===== src/sv/fern_pkg.sv =====
// ----------------------------------------------------------------------------
// fern_pkg: shared types, constants and tables for the fern point generator
// Fixed-point formats, affine map coefficients, map colors, register indexes
// and the microcode program of the step sequencer.
// ----------------------------------------------------------------------------
package fern_pkg;

    // Number formats
    localparam int FRAC_BITS = 16;
    localparam int RAND_BITS = 16;
    localparam int PT_W      = 32;
    localparam int COEF_W    = FRAC_BITS + 2;
    localparam int PROD_W    = FRAC_BITS + 33;
    localparam int ACC_W     = PROD_W + 3;
    localparam int RND_W     = ACC_W - FRAC_BITS;
    localparam int PIX_W     = 12;
    localparam int SIZE_W    = 13;
    localparam int DIFF_W    = PT_W + 1;
    localparam int DVS_W     = PT_W;
    localparam int DVD_W     = PT_W + PIX_W;
    localparam int CNT_W     = $clog2(DVD_W + 1);
    localparam int STEP_W    = 4;
    localparam int CFG_IDX_W = 3;
    localparam int RGB_W     = 24;

    localparam logic [SIZE_W-1:0] SIZE_MAX = SIZE_W'(1 << PIX_W);
    localparam logic [PIX_W-1:0]  PIX_MAX  = {PIX_W{1'b1}};

    // Register indexes
    localparam logic [CFG_IDX_W-1:0] REG_VIEW_X_MIN   = 3'd0;
    localparam logic [CFG_IDX_W-1:0] REG_VIEW_X_MAX   = 3'd1;
    localparam logic [CFG_IDX_W-1:0] REG_VIEW_Y_MIN   = 3'd2;
    localparam logic [CFG_IDX_W-1:0] REG_VIEW_Y_MAX   = 3'd3;
    localparam logic [CFG_IDX_W-1:0] REG_IMAGE_WIDTH  = 3'd4;
    localparam logic [CFG_IDX_W-1:0] REG_IMAGE_HEIGHT = 3'd5;

    // Register reset values
    localparam logic signed [PT_W-1:0] RST_VIEW_X_MIN = -32'sd196608;
    localparam logic signed [PT_W-1:0] RST_VIEW_X_MAX = 32'sd196608;
    localparam logic signed [PT_W-1:0] RST_VIEW_Y_MIN = 32'sd0;
    localparam logic signed [PT_W-1:0] RST_VIEW_Y_MAX = 32'sd720896;
    localparam logic [SIZE_W-1:0]      RST_IMAGE_W    = 13'd1024;
    localparam logic [SIZE_W-1:0]      RST_IMAGE_H    = 13'd768;

    // Map codes
    localparam logic [1:0] MAP_STEM  = 2'd0;
    localparam logic [1:0] MAP_MAIN  = 2'd1;
    localparam logic [1:0] MAP_LEFT  = 2'd2;
    localparam logic [1:0] MAP_RIGHT = 2'd3;

    // Coefficient terms: output coordinate, input coordinate
    localparam logic [1:0] TERM_XX = 2'd0;
    localparam logic [1:0] TERM_XY = 2'd1;
    localparam logic [1:0] TERM_YX = 2'd2;
    localparam logic [1:0] TERM_YY = 2'd3;

    // Coefficient in thousandths, rounded to FRAC_BITS
    function automatic longint fx(input longint milli);
        return (milli * (longint'(1) <<< FRAC_BITS) + 500) / 1000;
    endfunction

    // Probability in percent, rounded to RAND_BITS
    function automatic longint thr(input longint pct);
        return (pct * (longint'(1) <<< RAND_BITS) + 50) / 100;
    endfunction

    localparam logic [RAND_BITS-1:0] THR_STEM = RAND_BITS'(thr(1));
    localparam logic [RAND_BITS-1:0] THR_MAIN = RAND_BITS'(thr(86));
    localparam logic [RAND_BITS-1:0] THR_LEFT = RAND_BITS'(thr(93));

    // Pick the affine map from a uniform random value
    function automatic logic [1:0] map_pick(input logic [RAND_BITS-1:0] r);
        if (r < THR_STEM) begin
            return MAP_STEM;
        end else if (r < THR_MAIN) begin
            return MAP_MAIN;
        end else if (r < THR_LEFT) begin
            return MAP_LEFT;
        end
        return MAP_RIGHT;
    endfunction

    // Linear coefficient of one term of one map
    function automatic logic signed [COEF_W-1:0] coef(input logic [1:0] m,
                                                      input logic [1:0] t);
        longint c;
        c = 0;
        case ({m, t})
            {MAP_STEM,  TERM_YY}: c = fx(160);
            {MAP_MAIN,  TERM_XX}: c = fx(850);
            {MAP_MAIN,  TERM_XY}: c = fx(40);
            {MAP_MAIN,  TERM_YX}: c = -fx(40);
            {MAP_MAIN,  TERM_YY}: c = fx(850);
            {MAP_LEFT,  TERM_XX}: c = fx(200);
            {MAP_LEFT,  TERM_XY}: c = -fx(260);
            {MAP_LEFT,  TERM_YX}: c = fx(230);
            {MAP_LEFT,  TERM_YY}: c = fx(220);
            {MAP_RIGHT, TERM_XX}: c = -fx(150);
            {MAP_RIGHT, TERM_XY}: c = fx(280);
            {MAP_RIGHT, TERM_YX}: c = fx(260);
            {MAP_RIGHT, TERM_YY}: c = fx(240);
            default:              c = 0;
        endcase
        return COEF_W'(c);
    endfunction

    // Constant term of the y map, at product scale
    function automatic logic signed [ACC_W-1:0] offset(input logic [1:0] m);
        longint o;
        o = 0;
        case (m)
            MAP_MAIN:  o = fx(1600) <<< FRAC_BITS;
            MAP_LEFT:  o = fx(1600) <<< FRAC_BITS;
            MAP_RIGHT: o = fx(440) <<< FRAC_BITS;
            default:   o = 0;
        endcase
        return ACC_W'(o);
    endfunction

    function automatic logic [RGB_W-1:0] map_color(input logic [1:0] m);
        case (m)
            MAP_STEM:  return 24'h8B4513;
            MAP_MAIN:  return 24'h228B22;
            MAP_LEFT:  return 24'hFFD700;
            default:   return 24'hFF4500;
        endcase
    endfunction

    // Control word fields
    typedef enum logic [2:0] {
        MUL_NONE, MUL_CXX, MUL_CXY, MUL_CYX, MUL_CYY, MUL_PX, MUL_PY
    } mul_op_t;

    typedef enum logic [1:0] {
        ACC_HOLD, ACC_CLR, ACC_ADD, ACC_OFS_ADD
    } acc_op_t;

    typedef enum logic [1:0] {
        PT_HOLD, PT_SAVE_X, PT_COMMIT
    } pt_op_t;

    typedef enum logic [1:0] {
        DIV_HOLD, DIV_START_X, DIV_START_Y, DIV_STEP
    } div_op_t;

    typedef enum logic {
        RES_HOLD, RES_X
    } res_op_t;

    typedef enum logic [1:0] {
        JMP_NEXT, JMP_DIV, JMP_OUT
    } jmp_t;

    typedef struct packed {
        mul_op_t mul_op;
        acc_op_t acc_op;
        pt_op_t  pt_op;
        div_op_t div_op;
        res_op_t res_op;
        jmp_t    jmp;
    } ctrl_t;

    localparam ctrl_t CTRL_IDLE = '{MUL_NONE, ACC_HOLD, PT_HOLD, DIV_HOLD, RES_HOLD, JMP_NEXT};

    // Microcode program, one control word per step
    function automatic ctrl_t ucode(input logic [STEP_W-1:0] step);
        ctrl_t cw;
        cw = CTRL_IDLE;
        case (step)
            4'd0: begin
                cw.mul_op = MUL_CXX;
                cw.acc_op = ACC_CLR;
            end
            4'd1: begin
                cw.mul_op = MUL_CXY;
                cw.acc_op = ACC_ADD;
            end
            4'd2: begin
                cw.mul_op = MUL_CYX;
                cw.acc_op = ACC_ADD;
            end
            4'd3: begin
                cw.mul_op = MUL_CYY;
                cw.acc_op = ACC_OFS_ADD;
                cw.pt_op  = PT_SAVE_X;
            end
            4'd4: begin
                cw.acc_op = ACC_ADD;
            end
            4'd5: begin
                cw.pt_op = PT_COMMIT;
            end
            4'd6: begin
                cw.mul_op = MUL_PX;
            end
            4'd7: begin
                cw.mul_op = MUL_PY;
                cw.div_op = DIV_START_X;
            end
            4'd8: begin
                cw.div_op = DIV_STEP;
                cw.jmp    = JMP_DIV;
            end
            4'd9: begin
                cw.res_op = RES_X;
                cw.div_op = DIV_START_Y;
            end
            4'd10: begin
                cw.div_op = DIV_STEP;
                cw.jmp    = JMP_DIV;
            end
            default: begin
                cw.jmp = JMP_OUT;
            end
        endcase
        return cw;
    endfunction

endpackage


===== src/sv/fern_ifs_point_generator.sv =====
// ----------------------------------------------------------------------------
// fern_ifs_point_generator: chaos-game step of the Barnsley fern
// Picks an affine map from a random value, updates the stored point and
// maps it onto the pixel grid of the view window, run by a microcode sequencer.
// ----------------------------------------------------------------------------
// An accepted item runs the map steps, two bit-serial divisions by one shared
//   restoring divider and the result steps before it reaches m_valid.
// One item is in work at a time: s_ready stays low until its result is loaded.
// The next item is taken while a result waits in the output register.
// Reset (aresetn low, synchronous): point to origin, view registers to their
//   defaults, sequencer idle, output register empty.
module fern_ifs_point_generator (
    input  logic                               aclk,
    input  logic                               aresetn,
    input  logic                               cfg_we,
    input  logic [fern_pkg::CFG_IDX_W-1:0]     cfg_index,
    input  logic [fern_pkg::PT_W-1:0]          cfg_wdata,
    input  logic                               s_valid,
    output logic                               s_ready,
    input  logic [fern_pkg::RAND_BITS-1:0]     s_rand_value,
    input  logic                               s_restart,
    output logic                               m_valid,
    input  logic                               m_ready,
    output logic [fern_pkg::PIX_W-1:0]         m_pixel_x,
    output logic [fern_pkg::PIX_W-1:0]         m_pixel_y,
    output logic                               m_in_bounds,
    output logic [1:0]                         m_map_index,
    output logic [fern_pkg::RGB_W-1:0]         m_color_rgb
);

    localparam int PT_W   = fern_pkg::PT_W;
    localparam int ACC_W  = fern_pkg::ACC_W;
    localparam int PROD_W = fern_pkg::PROD_W;
    localparam int RND_W  = fern_pkg::RND_W;
    localparam int DIFF_W = fern_pkg::DIFF_W;
    localparam int DVD_W  = fern_pkg::DVD_W;
    localparam int DVS_W  = fern_pkg::DVS_W;
    localparam int CNT_W  = fern_pkg::CNT_W;
    localparam int PIX_W  = fern_pkg::PIX_W;
    localparam int SIZE_W = fern_pkg::SIZE_W;
    localparam int STEP_W = fern_pkg::STEP_W;

    localparam logic signed [ACC_W-1:0] ACC_HALF = ACC_W'(1) <<< (fern_pkg::FRAC_BITS - 1);
    localparam logic signed [RND_W-1:0] PT_MAX   = RND_W'(32'sh7FFFFFFF);
    localparam logic signed [RND_W-1:0] PT_MIN   = RND_W'(32'sh80000000);

    typedef struct packed {
        logic [PIX_W-1:0] pix;
        logic             inb;
    } pix_res_t;

    // Registers
    logic signed [PT_W-1:0]   view_x_min_reg, view_x_max_reg, view_y_min_reg, view_y_max_reg;
    logic [SIZE_W-1:0]        image_w_reg, image_h_reg;
    logic                     busy_reg, busy_next;
    logic [STEP_W-1:0]        step_reg, step_next;
    logic [1:0]               map_reg;
    logic signed [PT_W-1:0]   point_x_reg, point_x_next;
    logic signed [PT_W-1:0]   point_y_reg, point_y_next;
    logic signed [PT_W-1:0]   nx_reg, nx_next;
    logic signed [PROD_W-1:0] prod_reg, prod_next;
    logic signed [ACC_W-1:0]  acc_reg, acc_next;
    logic [DVD_W-1:0]         q_reg, q_next;
    logic [DVS_W-1:0]         rem_reg, rem_next;
    logic [DVS_W-1:0]         dvs_reg, dvs_next;
    logic                     div_neg_reg, div_neg_next;
    logic [CNT_W-1:0]         div_cnt_reg, div_cnt_next;
    pix_res_t                 res_x_reg, res_x_next;
    logic                     m_valid_reg, m_valid_next;
    logic [PIX_W-1:0]         pix_x_reg, pix_y_reg;
    logic                     inb_reg;
    logic [1:0]               map_out_reg;
    logic [fern_pkg::RGB_W-1:0] color_reg;

    // Combinational signals
    fern_pkg::ctrl_t          cw;
    logic                     in_acc;
    logic                     out_free;
    logic                     out_load;
    logic [SIZE_W-1:0]        size_w, size_h;
    logic signed [DIFF_W-1:0] diff_x, diff_y, den_x, den_y;
    logic                     ok_x, ok_y;
    logic signed [DIFF_W-1:0] mul_a;
    logic signed [PT_W-1:0]   mul_b;
    logic signed [DIFF_W+PT_W-1:0] mul_full;
    logic signed [ACC_W-1:0]  rnd_add;
    logic signed [RND_W-1:0]  rnd_shr;
    logic signed [PT_W-1:0]   rnd_pt;
    logic signed [PROD_W-1:0] prod_abs;
    logic signed [DIFF_W-1:0] den_sel, den_abs;
    logic [DVS_W:0]           div_shift;
    logic [DVS_W+1:0]         div_trial;
    pix_res_t                 res_now_x, res_now_y;

    // Turn a quotient magnitude and sign into a saturated pixel and bounds flag
    function automatic pix_res_t pix_eval(input logic [DVD_W-1:0] q,
                                          input logic neg,
                                          input logic ok,
                                          input logic [SIZE_W-1:0] size);
        pix_res_t r;
        logic     neg_nz;
        neg_nz = neg && (q != '0);
        if (!ok || neg_nz) begin
            r.pix = '0;
        end else if (q > DVD_W'(fern_pkg::PIX_MAX)) begin
            r.pix = {PIX_W{1'b1}};
        end else begin
            r.pix = q[PIX_W-1:0];
        end
        r.inb = ok && !neg_nz && (q < DVD_W'(size));
        return r;
    endfunction

    assign in_acc   = s_valid && s_ready;
    assign s_ready  = !busy_reg;
    assign cw       = busy_reg ? fern_pkg::ucode(step_reg) : fern_pkg::CTRL_IDLE;
    assign out_free = !m_valid_reg || m_ready;
    assign out_load = busy_reg && (cw.jmp == fern_pkg::JMP_OUT) && out_free;

    // Clamp image size and form the window differences
    assign size_w = (image_w_reg > fern_pkg::SIZE_MAX) ? fern_pkg::SIZE_MAX : image_w_reg;
    assign size_h = (image_h_reg > fern_pkg::SIZE_MAX) ? fern_pkg::SIZE_MAX : image_h_reg;
    assign diff_x = DIFF_W'(point_x_reg) - DIFF_W'(view_x_min_reg);
    assign diff_y = DIFF_W'(view_y_max_reg) - DIFF_W'(point_y_reg);
    assign den_x  = DIFF_W'(view_x_max_reg) - DIFF_W'(view_x_min_reg);
    assign den_y  = DIFF_W'(view_y_max_reg) - DIFF_W'(view_y_min_reg);
    assign ok_x   = (den_x != '0);
    assign ok_y   = (den_y != '0);

    // Select multiplier operands
    always_comb begin
        mul_a = '0;
        mul_b = '0;
        case (cw.mul_op)
            fern_pkg::MUL_CXX: begin
                mul_a = DIFF_W'(fern_pkg::coef(map_reg, fern_pkg::TERM_XX));
                mul_b = point_x_reg;
            end
            fern_pkg::MUL_CXY: begin
                mul_a = DIFF_W'(fern_pkg::coef(map_reg, fern_pkg::TERM_XY));
                mul_b = point_y_reg;
            end
            fern_pkg::MUL_CYX: begin
                mul_a = DIFF_W'(fern_pkg::coef(map_reg, fern_pkg::TERM_YX));
                mul_b = point_x_reg;
            end
            fern_pkg::MUL_CYY: begin
                mul_a = DIFF_W'(fern_pkg::coef(map_reg, fern_pkg::TERM_YY));
                mul_b = point_y_reg;
            end
            fern_pkg::MUL_PX: begin
                mul_a = diff_x;
                mul_b = $signed({{(PT_W-SIZE_W){1'b0}}, size_w});
            end
            fern_pkg::MUL_PY: begin
                mul_a = diff_y;
                mul_b = $signed({{(PT_W-SIZE_W){1'b0}}, size_h});
            end
            default: begin
                mul_a = '0;
                mul_b = '0;
            end
        endcase
    end

    assign mul_full = mul_a * mul_b;

    // Round half up to the point format and saturate
    assign rnd_add = acc_reg + ACC_HALF;
    assign rnd_shr = $signed(rnd_add[ACC_W-1:fern_pkg::FRAC_BITS]);
    assign rnd_pt  = (rnd_shr > PT_MAX) ? PT_MAX[PT_W-1:0] :
                     (rnd_shr < PT_MIN) ? PT_MIN[PT_W-1:0] : rnd_shr[PT_W-1:0];

    // Divider operands and one restoring step
    assign prod_abs  = prod_reg[PROD_W-1] ? -prod_reg : prod_reg;
    assign den_sel   = (cw.div_op == fern_pkg::DIV_START_Y) ? den_y : den_x;
    assign den_abs   = den_sel[DIFF_W-1] ? -den_sel : den_sel;
    assign div_shift = {rem_reg, q_reg[DVD_W-1]};
    assign div_trial = {1'b0, div_shift} - {2'b00, dvs_reg};

    assign res_now_x = pix_eval(q_reg, div_neg_reg, ok_x, size_w);
    assign res_now_y = pix_eval(q_reg, div_neg_reg, ok_y, size_h);

    // Sequencer: next step
    always_comb begin
        busy_next = busy_reg;
        step_next = step_reg;
        if (!busy_reg) begin
            if (in_acc) begin
                busy_next = 1'b1;
                step_next = '0;
            end
        end else begin
            case (cw.jmp)
                fern_pkg::JMP_NEXT: begin
                    step_next = step_reg + STEP_W'(1);
                end
                fern_pkg::JMP_DIV: begin
                    if (div_cnt_reg == CNT_W'(1)) begin
                        step_next = step_reg + STEP_W'(1);
                    end
                end
                fern_pkg::JMP_OUT: begin
                    if (out_free) begin
                        busy_next = 1'b0;
                        step_next = '0;
                    end
                end
                default: begin
                    step_next = step_reg;
                end
            endcase
        end
    end

    // Datapath: multiplier, accumulator and point registers
    always_comb begin
        prod_next    = prod_reg;
        acc_next     = acc_reg;
        nx_next      = nx_reg;
        point_x_next = point_x_reg;
        point_y_next = point_y_reg;

        if (cw.mul_op != fern_pkg::MUL_NONE) begin
            prod_next = mul_full[PROD_W-1:0];
        end

        case (cw.acc_op)
            fern_pkg::ACC_CLR:     acc_next = '0;
            fern_pkg::ACC_ADD:     acc_next = acc_reg + ACC_W'(prod_reg);
            fern_pkg::ACC_OFS_ADD: acc_next = fern_pkg::offset(map_reg) + ACC_W'(prod_reg);
            default:               acc_next = acc_reg;
        endcase

        case (cw.pt_op)
            fern_pkg::PT_SAVE_X: begin
                nx_next = rnd_pt;
            end
            fern_pkg::PT_COMMIT: begin
                point_x_next = nx_reg;
                point_y_next = rnd_pt;
            end
            default: begin
                nx_next = nx_reg;
            end
        endcase

        // Clear the point on a restart item
        if (in_acc && s_restart) begin
            point_x_next = '0;
            point_y_next = '0;
        end
    end

    // Divider: load magnitudes, then shift one quotient bit per cycle
    always_comb begin
        q_next       = q_reg;
        rem_next     = rem_reg;
        dvs_next     = dvs_reg;
        div_neg_next = div_neg_reg;
        div_cnt_next = div_cnt_reg;
        case (cw.div_op)
            fern_pkg::DIV_START_X, fern_pkg::DIV_START_Y: begin
                q_next       = prod_abs[DVD_W-1:0];
                rem_next     = '0;
                dvs_next     = den_abs[DVS_W-1:0];
                div_neg_next = prod_reg[PROD_W-1] ^ den_sel[DIFF_W-1];
                div_cnt_next = CNT_W'(DVD_W);
            end
            fern_pkg::DIV_STEP: begin
                if (!div_trial[DVS_W+1]) begin
                    rem_next = div_trial[DVS_W-1:0];
                end else begin
                    rem_next = div_shift[DVS_W-1:0];
                end
                q_next       = {q_reg[DVD_W-2:0], !div_trial[DVS_W+1]};
                div_cnt_next = div_cnt_reg - CNT_W'(1);
            end
            default: begin
                q_next = q_reg;
            end
        endcase
    end

    // Results: hold the x pixel, release the output item
    always_comb begin
        res_x_next   = res_x_reg;
        m_valid_next = m_valid_reg;
        if (cw.res_op == fern_pkg::RES_X) begin
            res_x_next = res_now_x;
        end
        if (out_load) begin
            m_valid_next = 1'b1;
        end else if (m_ready) begin
            m_valid_next = 1'b0;
        end
    end

    // Control and state registers
    always_ff @(posedge aclk) begin
        if (!aresetn) begin
            busy_reg       <= 1'b0;
            step_reg       <= '0;
            m_valid_reg    <= 1'b0;
            div_cnt_reg    <= '0;
            point_x_reg    <= '0;
            point_y_reg    <= '0;
            view_x_min_reg <= fern_pkg::RST_VIEW_X_MIN;
            view_x_max_reg <= fern_pkg::RST_VIEW_X_MAX;
            view_y_min_reg <= fern_pkg::RST_VIEW_Y_MIN;
            view_y_max_reg <= fern_pkg::RST_VIEW_Y_MAX;
            image_w_reg    <= fern_pkg::RST_IMAGE_W;
            image_h_reg    <= fern_pkg::RST_IMAGE_H;
        end else begin
            busy_reg    <= busy_next;
            step_reg    <= step_next;
            m_valid_reg <= m_valid_next;
            div_cnt_reg <= div_cnt_next;
            point_x_reg <= point_x_next;
            point_y_reg <= point_y_next;
            if (cfg_we) begin
                case (cfg_index)
                    fern_pkg::REG_VIEW_X_MIN:   view_x_min_reg <= cfg_wdata;
                    fern_pkg::REG_VIEW_X_MAX:   view_x_max_reg <= cfg_wdata;
                    fern_pkg::REG_VIEW_Y_MIN:   view_y_min_reg <= cfg_wdata;
                    fern_pkg::REG_VIEW_Y_MAX:   view_y_max_reg <= cfg_wdata;
                    fern_pkg::REG_IMAGE_WIDTH:  image_w_reg    <= cfg_wdata[SIZE_W-1:0];
                    fern_pkg::REG_IMAGE_HEIGHT: image_h_reg    <= cfg_wdata[SIZE_W-1:0];
                    default: begin
                    end
                endcase
            end
        end
    end

    // Payload registers
    always_ff @(posedge aclk) begin
        prod_reg    <= prod_next;
        acc_reg     <= acc_next;
        nx_reg      <= nx_next;
        q_reg       <= q_next;
        rem_reg     <= rem_next;
        dvs_reg     <= dvs_next;
        div_neg_reg <= div_neg_next;
        res_x_reg   <= res_x_next;
        if (in_acc) begin
            map_reg <= fern_pkg::map_pick(s_rand_value);
        end
        if (out_load) begin
            pix_x_reg   <= res_x_reg.pix;
            pix_y_reg   <= res_now_y.pix;
            inb_reg     <= res_x_reg.inb && res_now_y.inb;
            map_out_reg <= map_reg;
            color_reg   <= fern_pkg::map_color(map_reg);
        end
    end

    assign m_valid     = m_valid_reg;
    assign m_pixel_x   = pix_x_reg;
    assign m_pixel_y   = pix_y_reg;
    assign m_in_bounds = inb_reg;
    assign m_map_index = map_out_reg;
    assign m_color_rgb = color_reg;

    // Assertions
    a_accept_at_step0: assert property (@(posedge aclk) disable iff (!aresetn)
        (s_valid && s_ready) |=> (busy_reg && step_reg == '0))
        else $error("accepted item did not start the program at step zero");

    a_div_only_busy: assert property (@(posedge aclk) disable iff (!aresetn)
        (div_cnt_reg != '0) |-> busy_reg)
        else $error("divider running while sequencer idle");

    a_result_from_program: assert property (@(posedge aclk) disable iff (!aresetn)
        $rose(m_valid_reg) |-> $past(busy_reg) && !busy_reg)
        else $error("result released outside the final program step");

endmodule

===== config.mk =====
export PLATFORM = sky130hd
export DESIGN_NAME = fern_ifs_point_generator
export DESIGN_NICKNAME = d
export VERILOG_FILES = /design/src/sv/fern_pkg.sv /design/src/sv/fern_ifs_point_generator.sv
export SDC_FILE = /design/constraint.sdc
export NUM_CORES = 2
export LEC_CHECK = 0
export BUFFER_PORTS_ARGS = -buffer_cell sky130_fd_sc_hd__buf_2
export CORE_MARGIN = 5
export CORE_UTILIZATION = 65
export CTS_CLUSTER_DIAMETER = 80
export DETAILED_ROUTE_END_ITERATION = 16
export GPL_TIMING_DRIVEN = 0
export MAX_ROUTING_LAYER = met4
export PLACE_DENSITY = 0.82
export SLEW_MARGIN = 20
export SYNTH_ARGS = -nofsm -noshare
export SYNTH_HDL_FRONTEND = slang
export SYNTH_SLANG_ARGS = --single-unit
export TNS_END_PERCENT = 20

===== constraint.sdc =====
create_clock -name aclk -period 16.8 [get_ports aclk]
set_clock_uncertainty 0.15 [all_clocks]
set_input_delay 4.2 -clock aclk [delete_from_list [all_inputs] [get_ports aclk]]
set_output_delay 4.2 -clock aclk [all_outputs]
set_load 0.02 [all_outputs]

==> flow_metrics.tcl <==
set metrics [dict create \
    crit_top_cell "fa_1" \
    syn_area_um2 65200 \
    io_buffers 102 \
    critPathCaptureType "flop" \
    grt_max_degree 51 \
    cts_tree "yes" \
    clkLatencyLatePin_ps 670 \
    clkSinkCount 522 \
    ys_seq_area_frac 0.205 \
    core_um2 99900 \
    firstDrtPassIters 8 \
    outcome "completed" \
    finalNonFillerCells 9049 \
    cts_resized 0 \
    via_count 57300 \
    largest_reg_flops 52 \
    hold_slack_ps 273 \
    die_w_um 327 \
    die_area_um2 107000 \
    timing.final.crit_share 0.910 \
    synth.distinct_cells 89 \
    io_pins 110 \
    num-fill-cells 7907 \
    hpwl_um 199000 \
    clockBufferDepth 3 \
    dp.cells 8934 \
    rsz0062_at_grt "false" \
    clkTransAtPathRegs_ps 60 \
    p_total_uw 3460 \
    grt_pass1_wl_um 353000 \
    grt_overflow 0 \
    fin_setup_tns_ps 0 \
    place_congestion 1.10 \
    pwr_density_cell_nw_per_um2 49.5 \
    ys.flop_type "edfxtp_1" \
    max_slew_margin 0.131 \
    placementRows 116 \
    syn_avg_cell_area_um2 8.69 \
    setup_viol 0 \
    place_area_um2 67900 \
    crit_fanout 10 \
    drt-total-wl_um 239000 \
    synth_warnings 0 \
    crit_path_top_delay_cell "o21ai_0" \
    cts_made_buffers 56 \
    max_freq_mhz 65.4 \
    fp.dieH_um 327 \
    htree_levels 2 \
    antenna_found_initial 11 \
    hp-class "reg -> reg" \
    period_minus_slack_ps 15290 \
    drive_gt1_frac 0.0536 \
    first_global_vias 56300 \
    synth-edff-count 292 \
    drc 0 \
    ys_async_sr_fraction 0 \
    drv_slew 0 \
    postCtsSetupRepairBufs 0 \
    maxCapViolations 0 \
    grt_use_total 0.457 \
    cellLeakagePower_uw 0.0313 \
    criticalPathCategory "reg -> reg" \
    via_per_inst 6.34 \
    ys_seq_elements 522 \
    start_util 0.653 \
    syn2layout_area_growth_pct 7.27 \
    vdd_drop_max_mv 0.108 \
    worst_slew_pin_slew_ps 1300 \
    fin_nets 9053 \
    cp_top_family "adder cells" \
    routedWlPerCell_um 26.4 \
    worst_ep_arrival_time_ps 15420 \
    cpPeakStageDelay_ps 820 \
    cts_root_buf "clkbuf_16" \
    drt-initial-drc-count 7227 \
    worstPathRequired_ps 16940 \
    design_area_um2 69900 \
    syn_inst 7499 \
    finalHoldViolations 0 \
    postCtsHoldBufs 0 \
    crit_buf_inv 15 \
    drtAntennaViolNets 0 \
    cp-start-kind "flop" \
]
## synthesized netlist by cell type, types with 10 or more instances
cell / number / share of area
inv_1: 1261 / 0.073
fa_1: 875 / 0.27
nand2_1: 848 / 0.049
nor2_1: 799 / 0.046
ha_1: 424 / 0.081
clkbuf_1: 311 / 0.018
edfxtp_1: 292 / 0.13
a21oi_1: 290 / 0.022
o21ai_0: 280 / 0.021
dfxtp_1: 230 / 0.071
xnor2_1: 194 / 0.026
xor2_1: 151 / 0.020
a21o_1: 149 / 0.017
a21boi_0: 145 / 0.017
nand2b_1: 117 / 0.011
or2_2: 109 / 0.010
nand3_1: 74 / 0.0057
and2_1: 68 / 0.0065
nor3_1: 68 / 0.0052
nor2b_1: 63 / 0.0060
mux2i_1: 56 / 0.0086
a211oi_1: 52 / 0.0060
and3_1: 47 / 0.0045
o21a_1: 41 / 0.0047
a31oi_1: 40 / 0.0038
nand4_1: 37 / 0.0036
o21bai_1: 36 / 0.0041
o211ai_1: 31 / 0.0036
a22oi_1: 28 / 0.0032
nor4_1: 26 / 0.0025
a221oi_1: 25 / 0.0034
o31ai_1: 25 / 0.0029
or3_1: 25 / 0.0024
a22o_1: 22 / 0.0030
buf_4: 18 / 0.0021
or4_1: 18 / 0.0021
and4_1: 17 / 0.0023
nor3b_1: 15 / 0.0017
a211o_1: 13 / 0.0017
buf_1: 13 / 0.00075
a41oi_1: 11 / 0.0015
a221o_1: 10 / 0.0015
o2111ai_1: 10 / 0.0013
o41ai_1: 10 / 0.0013
## report_power, final
part	leakage (uW)	switching, uW	internal (uW)
Combinational	0.0257	474	222
Sequential	0.00466	34.1	1380
Clock	0.000973	567	782
Total	0.0313	1080	2390
## metal layers
metal,wire (um),up-vias,track usage,share of wire
met3,34500,903,0.153,0.14
met1,87200,27800,0.583,0.37
met4,20100,0,0.276,0.084
met5,0,-,-,0
met2,97000,4072,0.633,0.41
li1,-,24500,-,-
## cell type report
cell class                      count  area [um2]  area share
Tap cell                         1298        1620      0.0232
Buffer                            345        1380      0.0197
Timing Repair Buffer              135         895      0.0128
Clock buffer                       75        1610      0.0230
Antenna cell                        9        22.5    0.000322
Sequential cell                   522       13400       0.191
Inverter                         1264        4750      0.0679
Multi-Input combinational cell   5373       45900       0.657
Clock inverter                     28         377     0.00539
## path summary, 6_finish.rpt
| path | startpoint | endpoint | slack (ps) | cells past startpoint |
|---|---|---|---|---|
| min reg2reg | res_x_reg[1] | m_pixel_x[0] | 270 | 0 |
| max reg2reg | busy_reg | prod_reg[47] | 1510 | 41 |
| max | busy_reg | prod_reg[47] | 1510 | 41 |
| min | res_x_reg[1] | m_pixel_x[0] | 270 | 0 |
## stage by stage
step                setup WS (ps)   util
global route                 1400  0.700
floorplan                    4920      -
finish                       1510  0.700
detailed placement           2010  0.680
CTS                          1880  0.700
global placement             -561  0.674
## cell usage in the layout (no fill, tap or decap), types with 28 or more instances in the layout
master	count
or2_2	109
nand2_1	848
edfxtp_1	292
mux2i_1	56
a21oi_1	287
and3_1	46
o21a_1	41
clkbuf_1	318
nor3_1	66
nand2b_1	117
and2_1	68
nor2_1	795
a31oi_1	40
o211ai_1	31
fa_1	875
nor2b_1	63
xnor2_1	194
buf_2	110
o21ai_0	280
nand4_1	37
a21o_1	149
dfxtp_1	230
clkbuf_16	58
ha_1	424
nand3_1	74
o21bai_1	36
buf_4	28
a211oi_1	51
a21boi_0	145
inv_1	1259
xor2_1	151
## cell families (layout without fill, tap and decap cells)
family | after synthesis | after routing | synth area share
simple gates | 2355 | 2355 | 0.162
buf+inv | 1609 | 1847 | 0.0939
compound gates | 1304 | 1304 | 0.132
fa+ha+maj | 1299 | 1299 | 0.350
flops | 522 | 522 | 0.205
xor+xnor | 346 | 346 | 0.0467
mux | 62 | 62 | 0.00963
other cells | 2 | 16 | 0.000115
(Power assumes the default switching activity.)
